### config.mk
export PLATFORM = sky130hd
export DESIGN_NAME = formula_lexer
export DESIGN_NICKNAME = d
export VERILOG_FILES = /design/src/rtl/flx_pkg.sv /design/src/rtl/flx_front.sv /design/src/rtl/flx_queue.sv /design/src/rtl/flx_back.sv /design/src/rtl/formula_lexer.sv
export VERILOG_INCLUDE_DIRS = /design/src /design/src/rtl
export SDC_FILE = /design/constraint.sdc
export NUM_CORES = 1
export LEC_CHECK = 0
export BUFFER_PORTS_ARGS = -buffer_cell sky130_fd_sc_hd__buf_2
export CAP_MARGIN = 20
export CORE_ASPECT_RATIO = 1.4
export CORE_MARGIN = 3
export CORE_UTILIZATION = 50
export CTS_BUF_LIST = sky130_fd_sc_hd__clkbuf_4 sky130_fd_sc_hd__clkbuf_8
export CTS_CLUSTER_DIAMETER = 120
export DETAILED_ROUTE_END_ITERATION = 7
export PLACE_DENSITY = 0.63
export SLEW_MARGIN = 20
export SYNTH_ARGS = -nofsm -noshare
export SYNTH_HDL_FRONTEND = slang
export SYNTH_HIERARCHICAL = 1
export SYNTH_SLANG_ARGS = --single-unit
### constraint.sdc
create_clock -name clk -period 10.4 [get_ports clk]
set_input_delay 0.52 -clock clk [delete_from_list [all_inputs] [get_ports clk]]
set_output_delay 0.52 -clock clk [all_outputs]
set_load 0.01 [all_outputs]
### src/rtl/formula_lexer_defines.svh
// Assertion macros used by the lexer back end.
`ifndef FORMULA_LEXER_DEFINES_SVH
`define FORMULA_LEXER_DEFINES_SVH

// Assert that a condition implies a consequence in the same cycle.
`define FLX_ASSERT_IMP(label, clk, rst, cond, cons, msg) \
  label: assert property (@(posedge clk) disable iff (rst) (cond) |-> (cons)) \
    else $error(msg);

// Assert that a condition implies a consequence in the next cycle.
`define FLX_ASSERT_NEXT(label, clk, rst, cond, cons, msg) \
  label: assert property (@(posedge clk) disable iff (rst) (cond) |=> (cons)) \
    else $error(msg);

`endif

### src/rtl/flx_pkg.sv
package flx_pkg;

  localparam int LengthBitsDefault = 16;
  localparam int NestBitsDefault   = 8;

  typedef struct packed {
    logic [7:0] char_code;
    logic       end_of_text;
  } in_item_t;

  typedef struct packed {
    logic [4:0]  token_type;
    logic [15:0] token_length;
    logic [2:0]  error_kind;
    logic        last_result;
  } out_item_t;

  // Lexer modes.
  localparam logic [3:0] M_IDLE   = 4'd0;
  localparam logic [3:0] M_STR    = 4'd1;
  localparam logic [3:0] M_QDELIM = 4'd2;
  localparam logic [3:0] M_QNEST  = 4'd3;
  localparam logic [3:0] M_CMP    = 4'd4;
  localparam logic [3:0] M_DASH   = 4'd5;
  localparam logic [3:0] M_ZERO   = 4'd6;
  localparam logic [3:0] M_HEX    = 4'd7;
  localparam logic [3:0] M_INT    = 4'd8;
  localparam logic [3:0] M_DEC    = 4'd9;
  localparam logic [3:0] M_WS     = 4'd10;
  localparam logic [3:0] M_QSTART = 4'd11;
  localparam logic [3:0] M_DSEEN  = 4'd12;
  localparam logic [3:0] M_IDENT  = 4'd13;

  // Token types.
  localparam logic [4:0] T_OP      = 5'd9;
  localparam logic [4:0] T_STR     = 5'd10;
  localparam logic [4:0] T_COMMENT = 5'd11;
  localparam logic [4:0] T_PTR     = 5'd12;
  localparam logic [4:0] T_INT     = 5'd13;
  localparam logic [4:0] T_DEC     = 5'd14;
  localparam logic [4:0] T_WS      = 5'd15;
  localparam logic [4:0] T_KW      = 5'd16;
  localparam logic [4:0] T_ID      = 5'd17;
  localparam logic [4:0] T_CID     = 5'd18;

  // Error codes.
  localparam logic [2:0] E_NONE  = 3'd0;
  localparam logic [2:0] E_UNTERM = 3'd1;
  localparam logic [2:0] E_QUNTERM = 3'd2;
  localparam logic [2:0] E_BANG  = 3'd3;
  localparam logic [2:0] E_BADCH = 3'd4;
  localparam logic [2:0] E_NEST  = 3'd5;

  // Character classes found by the front end.
  typedef struct packed {
    logic digit;
    logic lower;
    logic alpha;
    logic space;
    logic xdigit;
    logic identch;
    logic [4:0] punct;
    logic is_punct;
  } char_class_t;

  // Word table: character at a position of each keyword / word operator.
  function automatic logic [7:0] word_char(input logic [2:0] k, input logic [3:0] pos);
    logic [7:0] r;
    r = 8'd0;
    unique case (k)
      3'd0: begin
        case (pos)
          4'd0: r = "f"; 4'd1: r = "u"; 4'd2: r = "n"; 4'd3: r = "c"; 4'd4: r = "t";
          4'd5: r = "i"; 4'd6: r = "o"; 4'd7: r = "n"; 4'd8: r = "s";
          default: r = 8'd0;
        endcase
      end
      3'd1: begin
        case (pos)
          4'd0: r = "d"; 4'd1: r = "e"; 4'd2: r = "f"; default: r = 8'd0;
        endcase
      end
      3'd2: begin
        case (pos)
          4'd0: r = "n"; 4'd1: r = "u"; 4'd2: r = "l"; 4'd3: r = "l"; default: r = 8'd0;
        endcase
      end
      3'd3: begin
        case (pos)
          4'd0: r = "n"; 4'd1: r = "o"; 4'd2: r = "t"; default: r = 8'd0;
        endcase
      end
      3'd4: begin
        case (pos)
          4'd0: r = "a"; 4'd1: r = "n"; 4'd2: r = "d"; default: r = 8'd0;
        endcase
      end
      3'd5: begin
        case (pos)
          4'd0: r = "o"; 4'd1: r = "r"; default: r = 8'd0;
        endcase
      end
      3'd6: begin
        case (pos)
          4'd0: r = "w"; 4'd1: r = "h"; 4'd2: r = "e"; 4'd3: r = "r"; 4'd4: r = "e";
          default: r = 8'd0;
        endcase
      end
      default: begin
        case (pos)
          4'd0: r = "i"; 4'd1: r = "n"; default: r = 8'd0;
        endcase
      end
    endcase
    return r;
  endfunction

  function automatic logic [3:0] word_len(input logic [2:0] k);
    logic [3:0] r;
    unique case (k)
      3'd0: r = 4'd9;
      3'd1: r = 4'd3;
      3'd2: r = 4'd4;
      3'd3: r = 4'd3;
      3'd4: r = 4'd3;
      3'd5: r = 4'd2;
      3'd6: r = 4'd5;
      default: r = 4'd2;
    endcase
    return r;
  endfunction

endpackage

### src/rtl/flx_front.sv
// Accepts bytes, classifies them and forwards byte plus class to the queue.
module flx_front (
  input  logic                  clk,
  input  logic                  rst,
  input  logic                  in_valid,
  output logic                  in_stall,
  input  flx_pkg::in_item_t     in_item,
  output logic                  cls_valid,
  input  logic                  cls_stall,
  output flx_pkg::in_item_t     cls_item,
  output flx_pkg::char_class_t  cls_class
);

  flx_pkg::char_class_t cc;
  logic [7:0] c;

  assign c = in_item.char_code;

  always_comb begin
    cc.digit   = (c >= "0") && (c <= "9");
    cc.lower   = (c >= "a") && (c <= "z");
    cc.alpha   = cc.lower || ((c >= "A") && (c <= "Z"));
    cc.space   = (c == " ") || ((c >= 8'd9) && (c <= 8'd13));
    cc.xdigit  = cc.digit || ((c >= "a") && (c <= "f")) || ((c >= "A") && (c <= "F"));
    cc.identch = cc.alpha || cc.digit || (c == "_");
    cc.is_punct = 1'b1;
    case (c)
      "(": cc.punct = 5'd0;
      ")": cc.punct = 5'd1;
      "[": cc.punct = 5'd2;
      "]": cc.punct = 5'd3;
      "{": cc.punct = 5'd4;
      "}": cc.punct = 5'd5;
      ",": cc.punct = 5'd6;
      ";": cc.punct = 5'd7;
      ":": cc.punct = 5'd8;
      ".", "+", "*", "/", "=", "%", "^": cc.punct = flx_pkg::T_OP;
      default: begin
        cc.punct = 5'd0;
        cc.is_punct = 1'b0;
      end
    endcase
  end

  // Single register stage; takes a new byte whenever the stage is empty or drains.
  assign in_stall = cls_valid && cls_stall;

  always_ff @(posedge clk) begin
    if (rst) begin
      cls_valid <= 1'b0;
    end else if (!in_stall) begin
      cls_valid <= in_valid;
    end
  end

  always_ff @(posedge clk) begin
    if (!in_stall && in_valid) begin
      cls_item  <= in_item;
      cls_class <= cc;
    end
  end

endmodule

### src/rtl/flx_queue.sv
// Two-entry queue between front and back end.
module flx_queue #(
  parameter int Width = 8
) (
  input  logic             clk,
  input  logic             rst,
  input  logic             wr_valid,
  output logic             wr_stall,
  input  logic [Width-1:0] wr_data,
  output logic             rd_valid,
  input  logic             rd_stall,
  output logic [Width-1:0] rd_data
);

  logic [Width-1:0] mem [2];
  logic       wp;
  logic       rp;
  logic [1:0] count;
  logic       push;
  logic       pop;

  assign wr_stall = (count == 2'd2);
  assign rd_valid = (count != 2'd0);
  assign push     = wr_valid && !wr_stall;
  assign pop      = rd_valid && !rd_stall;
  assign rd_data  = mem[rp];

  always_ff @(posedge clk) begin
    if (rst) begin
      wp    <= 1'b0;
      rp    <= 1'b0;
      count <= 2'd0;
    end else begin
      if (push) wp <= ~wp;
      if (pop) rp <= ~rp;
      count <= count + {1'b0, push} - {1'b0, pop};
    end
  end

  always_ff @(posedge clk) begin
    if (push) mem[wp] <= wr_data;
  end

endmodule

### src/rtl/flx_back.sv
// Lexer state machine. Takes one classified byte per cycle while the result
// buffer has room, and produces up to two results into a small output buffer.
`include "formula_lexer_defines.svh"
module flx_back #(
  parameter int LengthBits = flx_pkg::LengthBitsDefault,
  parameter int NestBits   = flx_pkg::NestBitsDefault
) (
  input  logic                  clk,
  input  logic                  rst,
  input  logic                  q_valid,
  output logic                  q_stall,
  input  flx_pkg::in_item_t     q_item,
  input  flx_pkg::char_class_t  q_class,
  output logic                  out_valid,
  input  logic                  out_stall,
  output flx_pkg::out_item_t    out_item
);

  localparam logic [LengthBits-1:0] LenMax  = {LengthBits{1'b1}};
  localparam logic [NestBits-1:0]   NestMax = {NestBits{1'b1}};

  // State registers.
  logic [3:0]            lex_mode;
  logic [LengthBits-1:0] run_length;
  logic [7:0]            closing_char;
  logic [7:0]            opening_char;
  logic [NestBits-1:0]   nest_depth;
  logic [7:0]            word_match_mask;
  logic                  saw_lowercase;

  logic [3:0]            lex_mode_next;
  logic [LengthBits-1:0] run_length_next;
  logic [7:0]            closing_char_next;
  logic [7:0]            opening_char_next;
  logic [NestBits-1:0]   nest_depth_next;
  logic [7:0]            word_match_mask_next;
  logic                  saw_lowercase_next;

  // Result buffer: up to two pending entries.
  flx_pkg::out_item_t buf0;
  flx_pkg::out_item_t buf1;
  logic [1:0]         buf_count;

  flx_pkg::out_item_t res [2];
  logic [1:0]         res_n;

  logic       take;
  logic       pop;
  logic [7:0] c;
  flx_pkg::char_class_t k;

  assign c = q_item.char_code;
  assign k = q_class;
  assign out_valid = (buf_count != 2'd0);
  assign out_item  = buf0;
  assign pop  = out_valid && !out_stall;
  // Accept a byte only when the buffer can take two results after this pop.
  assign q_stall = (buf_count == 2'd2) || ((buf_count == 2'd1) && !pop);
  assign take = q_valid && !q_stall;

  function automatic logic [15:0] sat16(input logic [LengthBits-1:0] v);
    logic [15:0] r;
    if (LengthBits > 16) begin
      r = (v > LengthBits'(16'hFFFF)) ? 16'hFFFF : v[15:0];
    end else begin
      r = 16'(v);
    end
    return r;
  endfunction

  function automatic logic [LengthBits-1:0] grow(input logic [LengthBits-1:0] v);
    return (v == LenMax) ? v : v + LengthBits'(1);
  endfunction

  // Combinational step of the lexer; done as one pass with an optional retry
  // of the byte when it closed the pending token, then an end-of-text flush.
  always_comb begin
    logic [3:0]            m;
    logic [LengthBits-1:0] rl;
    logic [7:0]            cl;
    logic [7:0]            op;
    logic [NestBits-1:0]   nd;
    logic [7:0]            wm;
    logic                  sl;
    logic                  taken;
    logic                  pass;
    logic [4:0]            tt;
    logic                  hit;
    logic [1:0]            n;
    flx_pkg::out_item_t    r [2];

    m = lex_mode; rl = run_length; cl = closing_char; op = opening_char;
    nd = nest_depth; wm = word_match_mask; sl = saw_lowercase;
    n = 2'd0;
    r[0] = '0;
    r[1] = '0;
    taken = 1'b0;
    tt = 5'd0;
    hit = 1'b0;

    for (int p = 0; p < 3; p++) begin
      pass = (p < 2) ? !taken : 1'b0;
      // Third pass: end-of-text flush.
      if (p == 2 && q_item.end_of_text) begin
        tt = 5'd0;
        hit = 1'b0;
        unique case (m)
          flx_pkg::M_QSTART, flx_pkg::M_DSEEN, flx_pkg::M_IDENT: begin
            tt = sl ? flx_pkg::T_ID : flx_pkg::T_CID;
            for (int j = 0; j < 8; j++) begin
              if (!hit && wm[j] && rl == LengthBits'(flx_pkg::word_len(3'(j)))) begin
                tt = (j < 3) ? flx_pkg::T_KW : flx_pkg::T_OP;
                hit = 1'b1;
              end
            end
            r[n[0]] = '{tt, sat16(rl), flx_pkg::E_NONE, 1'b0}; n = n + 2'd1;
          end
          flx_pkg::M_CMP: begin
            if (op == "!") r[n[0]] = '{5'd0, sat16(rl), flx_pkg::E_BANG, 1'b0};
            else r[n[0]] = '{flx_pkg::T_OP, sat16(rl), flx_pkg::E_NONE, 1'b0};
            n = n + 2'd1;
          end
          flx_pkg::M_DASH: begin
            r[n[0]] = '{flx_pkg::T_OP, sat16(rl), flx_pkg::E_NONE, 1'b0}; n = n + 2'd1;
          end
          flx_pkg::M_ZERO, flx_pkg::M_HEX, flx_pkg::M_INT: begin
            r[n[0]] = '{flx_pkg::T_INT, sat16(rl), flx_pkg::E_NONE, 1'b0}; n = n + 2'd1;
          end
          flx_pkg::M_DEC: begin
            r[n[0]] = '{flx_pkg::T_DEC, sat16(rl), flx_pkg::E_NONE, 1'b0}; n = n + 2'd1;
          end
          flx_pkg::M_WS: begin
            r[n[0]] = '{flx_pkg::T_WS, sat16(rl), flx_pkg::E_NONE, 1'b0}; n = n + 2'd1;
          end
          flx_pkg::M_STR: begin
            r[n[0]] = '{5'd0, sat16(rl), flx_pkg::E_UNTERM, 1'b0}; n = n + 2'd1;
          end
          flx_pkg::M_QDELIM, flx_pkg::M_QNEST: begin
            r[n[0]] = '{5'd0, sat16(rl), flx_pkg::E_QUNTERM, 1'b0}; n = n + 2'd1;
          end
          default: ;
        endcase
        m = flx_pkg::M_IDLE;
      end else if (pass) begin
        // Mode after a closing pass for the idle-restart semantics.
        taken = 1'b1;
        unique case (m)
          flx_pkg::M_IDLE: begin
            rl = LengthBits'(1);
            if (k.is_punct) begin
              r[n[0]] = '{k.punct, 16'd1, flx_pkg::E_NONE, 1'b0}; n = n + 2'd1;
            end else if (c == "'" || c == "~" || c == "#") begin
              cl = c; m = flx_pkg::M_STR;
            end else if (c == "q" || c == "d" || k.alpha || c == "_") begin
              wm = 8'hFF;
              for (int j = 0; j < 8; j++) begin
                if (flx_pkg::word_char(3'(j), 4'd0) != c) wm[j] = 1'b0;
              end
              sl = k.lower;
              m = (c == "q") ? flx_pkg::M_QSTART :
                  (c == "d") ? flx_pkg::M_DSEEN : flx_pkg::M_IDENT;
            end else if (c == "<" || c == ">" || c == "!") begin
              op = c; m = flx_pkg::M_CMP;
            end else if (c == "-") begin
              m = flx_pkg::M_DASH;
            end else if (c == "0") begin
              m = flx_pkg::M_ZERO;
            end else if (k.space) begin
              m = flx_pkg::M_WS;
            end else if (k.digit) begin
              m = flx_pkg::M_INT;
            end else begin
              r[n[0]] = '{5'd0, 16'd1, flx_pkg::E_BADCH, 1'b0}; n = n + 2'd1;
            end
          end
          flx_pkg::M_STR: begin
            rl = grow(rl);
            if (c == cl) begin
              r[n[0]] = '{(cl == "#") ? flx_pkg::T_COMMENT : flx_pkg::T_STR, sat16(rl),
                          flx_pkg::E_NONE, 1'b0};
              n = n + 2'd1;
              m = flx_pkg::M_IDLE;
            end
          end
          flx_pkg::M_QDELIM: begin
            rl = grow(rl);
            if (c == cl) begin
              r[n[0]] = '{flx_pkg::T_STR, sat16(rl), flx_pkg::E_NONE, 1'b0}; n = n + 2'd1;
              m = flx_pkg::M_IDLE;
            end
          end
          flx_pkg::M_QNEST: begin
            rl = grow(rl);
            if (c == op) begin
              if (nd == NestMax) begin
                r[n[0]] = '{5'd0, sat16(rl), flx_pkg::E_NEST, 1'b0}; n = n + 2'd1;
                m = flx_pkg::M_IDLE;
              end else begin
                nd = nd + NestBits'(1);
              end
            end else if (c == cl) begin
              if (nd <= NestBits'(1)) begin
                nd = '0;
                r[n[0]] = '{flx_pkg::T_STR, sat16(rl), flx_pkg::E_NONE, 1'b0}; n = n + 2'd1;
                m = flx_pkg::M_IDLE;
              end else begin
                nd = nd - NestBits'(1);
              end
            end
          end
          flx_pkg::M_CMP: begin
            if (c == "=") begin
              rl = grow(rl);
              r[n[0]] = '{flx_pkg::T_OP, sat16(rl), flx_pkg::E_NONE, 1'b0}; n = n + 2'd1;
            end else begin
              if (op == "!") r[n[0]] = '{5'd0, sat16(rl), flx_pkg::E_BANG, 1'b0};
              else r[n[0]] = '{flx_pkg::T_OP, sat16(rl), flx_pkg::E_NONE, 1'b0};
              n = n + 2'd1;
              taken = 1'b0;
            end
            m = flx_pkg::M_IDLE;
          end
          flx_pkg::M_DASH: begin
            if (c == ">") begin
              rl = grow(rl);
              r[n[0]] = '{flx_pkg::T_PTR, sat16(rl), flx_pkg::E_NONE, 1'b0};
            end else begin
              r[n[0]] = '{flx_pkg::T_OP, sat16(rl), flx_pkg::E_NONE, 1'b0};
              taken = 1'b0;
            end
            n = n + 2'd1;
            m = flx_pkg::M_IDLE;
          end
          flx_pkg::M_ZERO, flx_pkg::M_INT: begin
            if (m == flx_pkg::M_ZERO && c == "x") begin
              rl = grow(rl); m = flx_pkg::M_HEX;
            end else if (k.digit) begin
              rl = grow(rl); m = flx_pkg::M_INT;
            end else if (c == ".") begin
              rl = grow(rl); m = flx_pkg::M_DEC;
            end else begin
              r[n[0]] = '{flx_pkg::T_INT, sat16(rl), flx_pkg::E_NONE, 1'b0}; n = n + 2'd1;
              m = flx_pkg::M_IDLE; taken = 1'b0;
            end
          end
          flx_pkg::M_HEX, flx_pkg::M_DEC, flx_pkg::M_WS: begin
            if ((m == flx_pkg::M_HEX && k.xdigit) || (m == flx_pkg::M_DEC && k.digit) ||
                (m == flx_pkg::M_WS && k.space)) begin
              rl = grow(rl);
            end else begin
              r[n[0]] = '{(m == flx_pkg::M_DEC) ? flx_pkg::T_DEC :
                          (m == flx_pkg::M_WS) ? flx_pkg::T_WS : flx_pkg::T_INT,
                          sat16(rl), flx_pkg::E_NONE, 1'b0};
              n = n + 2'd1;
              m = flx_pkg::M_IDLE; taken = 1'b0;
            end
          end
          flx_pkg::M_DSEEN: begin
            if (k.alpha) begin
              for (int j = 0; j < 8; j++) begin
                if (rl >= LengthBits'(flx_pkg::word_len(3'(j))) ||
                    flx_pkg::word_char(3'(j), rl[3:0]) != c) wm[j] = 1'b0;
              end
              if (k.lower) sl = 1'b1;
              rl = grow(rl);
              m = flx_pkg::M_IDENT;
            end else begin
              r[n[0]] = '{flx_pkg::T_OP, 16'd1, flx_pkg::E_NONE, 1'b0}; n = n + 2'd1;
              m = flx_pkg::M_IDLE; taken = 1'b0;
            end
          end
          flx_pkg::M_QSTART, flx_pkg::M_IDENT: begin
            if (m == flx_pkg::M_QSTART && (c == "~" || c == "#" || c == "^")) begin
              rl = grow(rl); cl = c; m = flx_pkg::M_QDELIM;
            end else if (m == flx_pkg::M_QSTART && (c == "(" || c == "[" || c == "{")) begin
              rl = grow(rl); op = c;
              cl = (c == "(") ? ")" : ((c == "[") ? "]" : "}");
              nd = NestBits'(1);
              m = flx_pkg::M_QNEST;
            end else if (k.identch) begin
              for (int j = 0; j < 8; j++) begin
                if (rl >= LengthBits'(flx_pkg::word_len(3'(j))) ||
                    flx_pkg::word_char(3'(j), rl[3:0]) != c) wm[j] = 1'b0;
              end
              if (k.lower) sl = 1'b1;
              rl = grow(rl);
              m = flx_pkg::M_IDENT;
            end else begin
              tt = sl ? flx_pkg::T_ID : flx_pkg::T_CID;
              hit = 1'b0;
              for (int j = 0; j < 8; j++) begin
                if (!hit && wm[j] && rl == LengthBits'(flx_pkg::word_len(3'(j)))) begin
                  tt = (j < 3) ? flx_pkg::T_KW : flx_pkg::T_OP;
                  hit = 1'b1;
                end
              end
              r[n[0]] = '{tt, sat16(rl), flx_pkg::E_NONE, 1'b0}; n = n + 2'd1;
              m = flx_pkg::M_IDLE; taken = 1'b0;
            end
          end
          default: begin
            m = flx_pkg::M_IDLE; taken = 1'b0;
          end
        endcase
      end
    end

    if (n == 2'd1) r[0].last_result = 1'b1;
    if (n == 2'd2) r[1].last_result = 1'b1;
    res[0] = r[0];
    res[1] = r[1];
    res_n  = n;
    lex_mode_next = m; run_length_next = rl; closing_char_next = cl;
    opening_char_next = op; nest_depth_next = nd; word_match_mask_next = wm;
    saw_lowercase_next = sl;
  end

  always_ff @(posedge clk) begin
    if (rst) begin
      lex_mode        <= flx_pkg::M_IDLE;
      run_length      <= '0;
      closing_char    <= 8'd0;
      opening_char    <= 8'd0;
      nest_depth      <= '0;
      word_match_mask <= 8'hFF;
      saw_lowercase   <= 1'b0;
    end else if (take) begin
      lex_mode        <= lex_mode_next;
      run_length      <= run_length_next;
      closing_char    <= closing_char_next;
      opening_char    <= opening_char_next;
      nest_depth      <= nest_depth_next;
      word_match_mask <= word_match_mask_next;
      saw_lowercase   <= saw_lowercase_next;
    end
  end

  // Output buffer. A byte is taken only when no entry stays after a pop.
  always_ff @(posedge clk) begin
    if (rst) begin
      buf_count <= 2'd0;
    end else begin
      buf_count <= buf_count - {1'b0, pop} + (take ? res_n : 2'd0);
    end
  end

  always_ff @(posedge clk) begin
    if (pop) begin
      if (buf_count == 2'd2) begin
        buf0 <= buf1;
      end else if (take) begin
        buf0 <= res[0];
        buf1 <= res[1];
      end
    end else if (take) begin
      if (buf_count == 2'd0) begin
        buf0 <= res[0];
        buf1 <= res[1];
      end
    end
  end

  `FLX_ASSERT_IMP(a_buf_bound, clk, rst, 1'b1, buf_count <= 2'd2, "result buffer overflow")
  `FLX_ASSERT_IMP(a_take_room, clk, rst, take, buf_count == 2'd0 || pop,
                  "byte taken without room for results")
  `FLX_ASSERT_NEXT(a_idle_nest, clk, rst, take && lex_mode_next == flx_pkg::M_QDELIM,
                   lex_mode == flx_pkg::M_QDELIM, "mode update lost")

endmodule

### src/rtl/formula_lexer.sv
// Channel | Direction | Handshake          | Payload
// in      | input     | in_valid/in_stall  | flx_pkg::in_item_t (char_code, end_of_text)
// out     | output    | out_valid/out_stall| flx_pkg::out_item_t (type, length, error, last)
//
// One byte per cycle is sustained while each byte yields one result and out
// is not stalled; a byte passes the input register, the two-entry queue and
// the lexer step into the result buffer. The lexer step is the single state
// loop that sets the rate. Reset is synchronous and clears all control state
// and the lexer mode. A byte that yields two results holds the lexer while the
// second result drains; the queue buffers stalls on either side until it fills.
module formula_lexer #(
  parameter int LengthBits = flx_pkg::LengthBitsDefault,
  parameter int NestBits   = flx_pkg::NestBitsDefault
) (
  input  logic                clk,
  input  logic                rst,
  input  logic                in_valid,
  output logic                in_stall,
  input  flx_pkg::in_item_t   in_item,
  output logic                out_valid,
  input  logic                out_stall,
  output flx_pkg::out_item_t  out_item
);

  localparam int QWidth = $bits(flx_pkg::in_item_t) + $bits(flx_pkg::char_class_t);

  logic                 cls_valid;
  logic                 cls_stall;
  flx_pkg::in_item_t    cls_item;
  flx_pkg::char_class_t cls_class;
  logic                 q_valid;
  logic                 q_stall;
  logic [QWidth-1:0]    q_data;

  // Front end: byte register and character classification.
  flx_front u_front (
    .clk       (clk),
    .rst       (rst),
    .in_valid  (in_valid),
    .in_stall  (in_stall),
    .in_item   (in_item),
    .cls_valid (cls_valid),
    .cls_stall (cls_stall),
    .cls_item  (cls_item),
    .cls_class (cls_class)
  );

  // Decoupling queue so the lexer can stall on a double result.
  flx_queue #(.Width(QWidth)) u_queue (
    .clk      (clk),
    .rst      (rst),
    .wr_valid (cls_valid),
    .wr_stall (cls_stall),
    .wr_data  ({cls_item, cls_class}),
    .rd_valid (q_valid),
    .rd_stall (q_stall),
    .rd_data  (q_data)
  );

  // Back end: lexer state and result buffer.
  flx_back #(.LengthBits(LengthBits), .NestBits(NestBits)) u_back (
    .clk       (clk),
    .rst       (rst),
    .q_valid   (q_valid),
    .q_stall   (q_stall),
    .q_item    (q_data[QWidth-1 -: $bits(flx_pkg::in_item_t)]),
    .q_class   (q_data[$bits(flx_pkg::char_class_t)-1:0]),
    .out_valid (out_valid),
    .out_stall (out_stall),
    .out_item  (out_item)
  );

endmodule
==> run_results.csv <==
group,metric,value,unit
run_status,outcome,"complete, no violations",
global_route,overflow,0,
sta,setup_violations,0,
route,num_vias,13351,
floorplanning,pin_count,40,
sta,post-route-period-util,67.7,%
global_route,antenna_found_initial,0,
power_and_ir_drop,power,3.81,mW
synthesis,synth_top_area_share,24.7,%
global_route,grt_pass1_vias,12680,
route,drc,0,
sta,tightest_slew,1.14,ns
synthesis,ys_types,111,
power_and_ir_drop,cellLeakagePower,5.05,nW
cells_and_area,layout.nets,1647,
min_path,hold_path.startpoint,"in_item[0]",
sta,max_freq,142,MHz
clocking,clock_path_buffers,2,
clocking,clk_pin_slew_worst_paths,0.10,ns
route,ant_nets,0,
route,wl_per_cell,24.8,um
synthesis,synthTopCellsByCount,"nor2_1 (176), nand2_1 (149), a21oi_1 (112), edfxtp_1 (112), o21ai_0 (92)",
synthesis,ys_top_cells_by_area,"edfxtp_1 (25%), dfxtp_1 (9.9%), nor2_1 (4.9%)",
cells_and_area,syn2layout_area_growth,5.34,%
synthesis,yosys_warnings,6,
synthesis,synth.most_common_cell,"nor2_1",
cells_and_area,drive_above_1_share,10.9,%
synthesis,postSynthCellCount,1640,
floorplanning,std_cell_rows,70,
run,cap_viol_max_count,0,
global_route,grt_pass1_wl,75000,um
worst_setup_path,path_class,"reg2reg",
synthesis,ys.flop_type,"edfxtp_1",
clocking,cts_tree,"done",
synthesis,syn_avg_cell_area,8.30,sq um
worst_setup_path,cp.buffers_inverters,2,
sta,hold_violations,0,
place,portBuffers,39,
synthesis,synth_edf_count,112,
power_and_ir_drop,ir_drop,136,uV
place,place_congestion,0.988,
floorplanning,die_x,145,um
place,dp_cells,1950,
clocking,cts_resized,0,
route,drt_pass1_iterations,7,
cells_and_area,fillers,2594,
worst_setup_path,crit_path_end_kind,"flop",
sta,finClkSkew,0.0282,ns
sta,period_minus_slack,7.04,ns
worst_setup_path,worstPathMaxFanout,35,
worst_setup_path,cp_top_family,"simple AND/OR/NAND/NOR gates",
clocking,post-cts-setup-buffers,0,
clocking,cts_hold_buf,0,
floorplanning,coreArea,0.0265,sq mm
route,vias_per_cell,6.74,
worst_setup_path,crit_chain,"buf_4 -> mux2_2 -> or4b_4 -> o32ai_2 -> nor3_1 -> a31oi_1 -> nand2_1 -> ha_1 -> nor2_1 -> a311oi_1 -> o21ai_1 -> nand2_2 -> nand2_1 -> nand2_1 -> ha_1 -> inv_1 -> ha_1 -> xnor2_1 -> xnor2_1 -> nand2_1 -> o31ai_1",
synthesis,ys_seq_elements,179,
global_route,grt_max_degree,45,
worst_setup_path,critPathMaxStageDelay,0.76,ns
sta,rsz0062_at_grt,"no",
worst_setup_path,r2r_slack,3.36,ns
place,detailed_place_hpwl,35900,um
worst_setup_path,critical_path.most_common_cell,"nand2_1",
sta,final_max_slew_viol_count,0,
synthesis,async_reset_ff_share,0,%
clocking,clk_latency,0.50,ns
worst_setup_path,worstPathRequired,10.80,ns
cells_and_area,regArea,0.00470,sq mm
sta,max_slew_margin,23.4,%
synthesis,syn-cell-area,0.0136,sq mm
cells_and_area,num_antenna_cells,0,
synthesis,synth_area_leader_cell,"edfxtp_1",
sta,finalSetupTns,0,ns
worst_setup_path,crit_slowest_cell,"o32ai_2",
clocking,cts_buffers,17,
synthesis,ys_seq_area_share,34.6,%
floorplanning,die-area,0.0293,sq mm
global_route,grt_usage,32.6,%
floorplanning,die_height,201,um
floorplanning,initial_utilization,51.5,%
cells_and_area,multi_input_comb_area,0.00820,sq mm
route,first_iter_violations,1468,
clocking,clockRootBuffer,"clkbuf_8",
worst_setup_path,arrival,7.43,ns
worst_setup_path,start_kind,"flop",
route,routed_wl,49100,um
clocking,htreeDepth,4,
power_and_ir_drop,power_density,265,mW/mm^2
min_path,hold_path.class,"in2reg",
clocking,cts.sinks,179,
cells_and_area,layoutNonFillerInstCount,1982,
flip-flops by register name (all words and copies together) (netlist names), 2 cells and up, named ones only:
name and flops:
u_back/opening_char 8, u_back/buf_count 2, u_back/buf1 25, u_back/nest_depth 8, u_back/lex_mode 4, u_back/closing_char 8
u_back/word_match_mask 8, u_back/out_item 25, u_queue/mem 42, u_back/run_length 16, u_front/cls_item 9, u_queue/count 2
u_front/cls_class 11
final cells by class:
cell class                 instances  share of cell area, %
clock buffer                      17                   1.63
clock inverter                    15                   1.26
tap                              360                   3.14
inverter                          51                   1.33
sequential                       179                   32.8
timing repair buffer              64                   2.67
multi-input combinational       1296                   57.2
layer usage:
metal / global-route usage (%) / up-vias / routed length, um
met5: 0 / - / 0
met4: 19.0 / 0 / 3240
met3: 4.46 / 189 / 3230
met2: 57.5 / 672 / 24400
met1: 37.7 / 6408 / 18300
li1: - / 6082 / -
worst paths after layout:
path,endpoint,cells after the start
max,u_back/buf_count[1],21
min reg2reg,u_queue/mem[1][13],0
max reg2reg,u_back/buf_count[1],21
min,u_front/cls_item[0],1
stage by stage:
| step | setup slack, ns | area (sq um) | utilization, % | hold WS, ns |
|---|---|---|---|---|
| floorplan | 5.04 | 13700 | - | 0.421 |
| global placement | 3.77 | 13900 | 52.7 | 0.423 |
| detailed placement | 3.55 | 13900 | 52.7 | 0.430 |
| CTS | 3.53 | 14300 | 54.2 | 0.169 |
| global route | 2.97 | 14300 | 54.2 | 0.185 |
| finish | 3.36 | 14300 | 54.2 | 0.204 |
where the power goes:
group / internal, mW / switching [mW] / total (mW)
clock: 0.205 / 0.315 / 0.520
sequential: 0.981 / 0.121 / 1.10
combinational: 0.699 / 1.49 / 2.18
total: 1.88 / 1.92 / 3.81
placed cells by master, fill, tap and decap left out, types with 15 or more instances in the layout:
| master | synthesis | routed |
|---|---|---|
| conb_1 | 2 | 16 |
| buf_4 | 10 | 25 |
| o31ai_1 | 15 | 15 |
| a21oi_1 | 112 | 111 |
| a211oi_1 | 32 | 32 |
| and3_1 | 17 | 17 |
| nand3_1 | 54 | 54 |
| inv_1 | 50 | 50 |
| or2_2 | 15 | 15 |
| nand4_1 | 21 | 21 |
| mux2_2 | 24 | 24 |
| nor3_1 | 59 | 59 |
| a31oi_1 | 34 | 34 |
| edfxtp_1 | 112 | 112 |
| buf_2 | 26 | 39 |
| nor2_1 | 176 | 175 |
| nor2b_1 | 18 | 18 |
| clkbuf_8 | 0 | 17 |
| nor4_1 | 22 | 21 |
| nand2_1 | 149 | 148 |
| nand2b_1 | 23 | 23 |
| a22oi_1 | 20 | 20 |
| xnor2_1 | 41 | 41 |
| ha_1 | 25 | 25 |
| o21ai_0 | 92 | 92 |
| o22ai_1 | 17 | 17 |
| dfxtp_1 | 67 | 67 |
| and2_1 | 16 | 16 |
logic make-up (layout without fill, tap and decap cells):
kind of cell	count (synthesis)	in the layout	synth area share, %
adders and majority gates	25	25	2.30
DFF	179	179	34.6
muxes	35	35	2.80
xor gates and xnor gates	50	50	3.22
buffers and inverters	179	147	5.78
other	2	16	0.0552
AOI/OAI and AO/OA	493	493	24.8
and+or+nand+nor	677	677	26.5
Note: power is estimated with default switching activity, not from simulation.
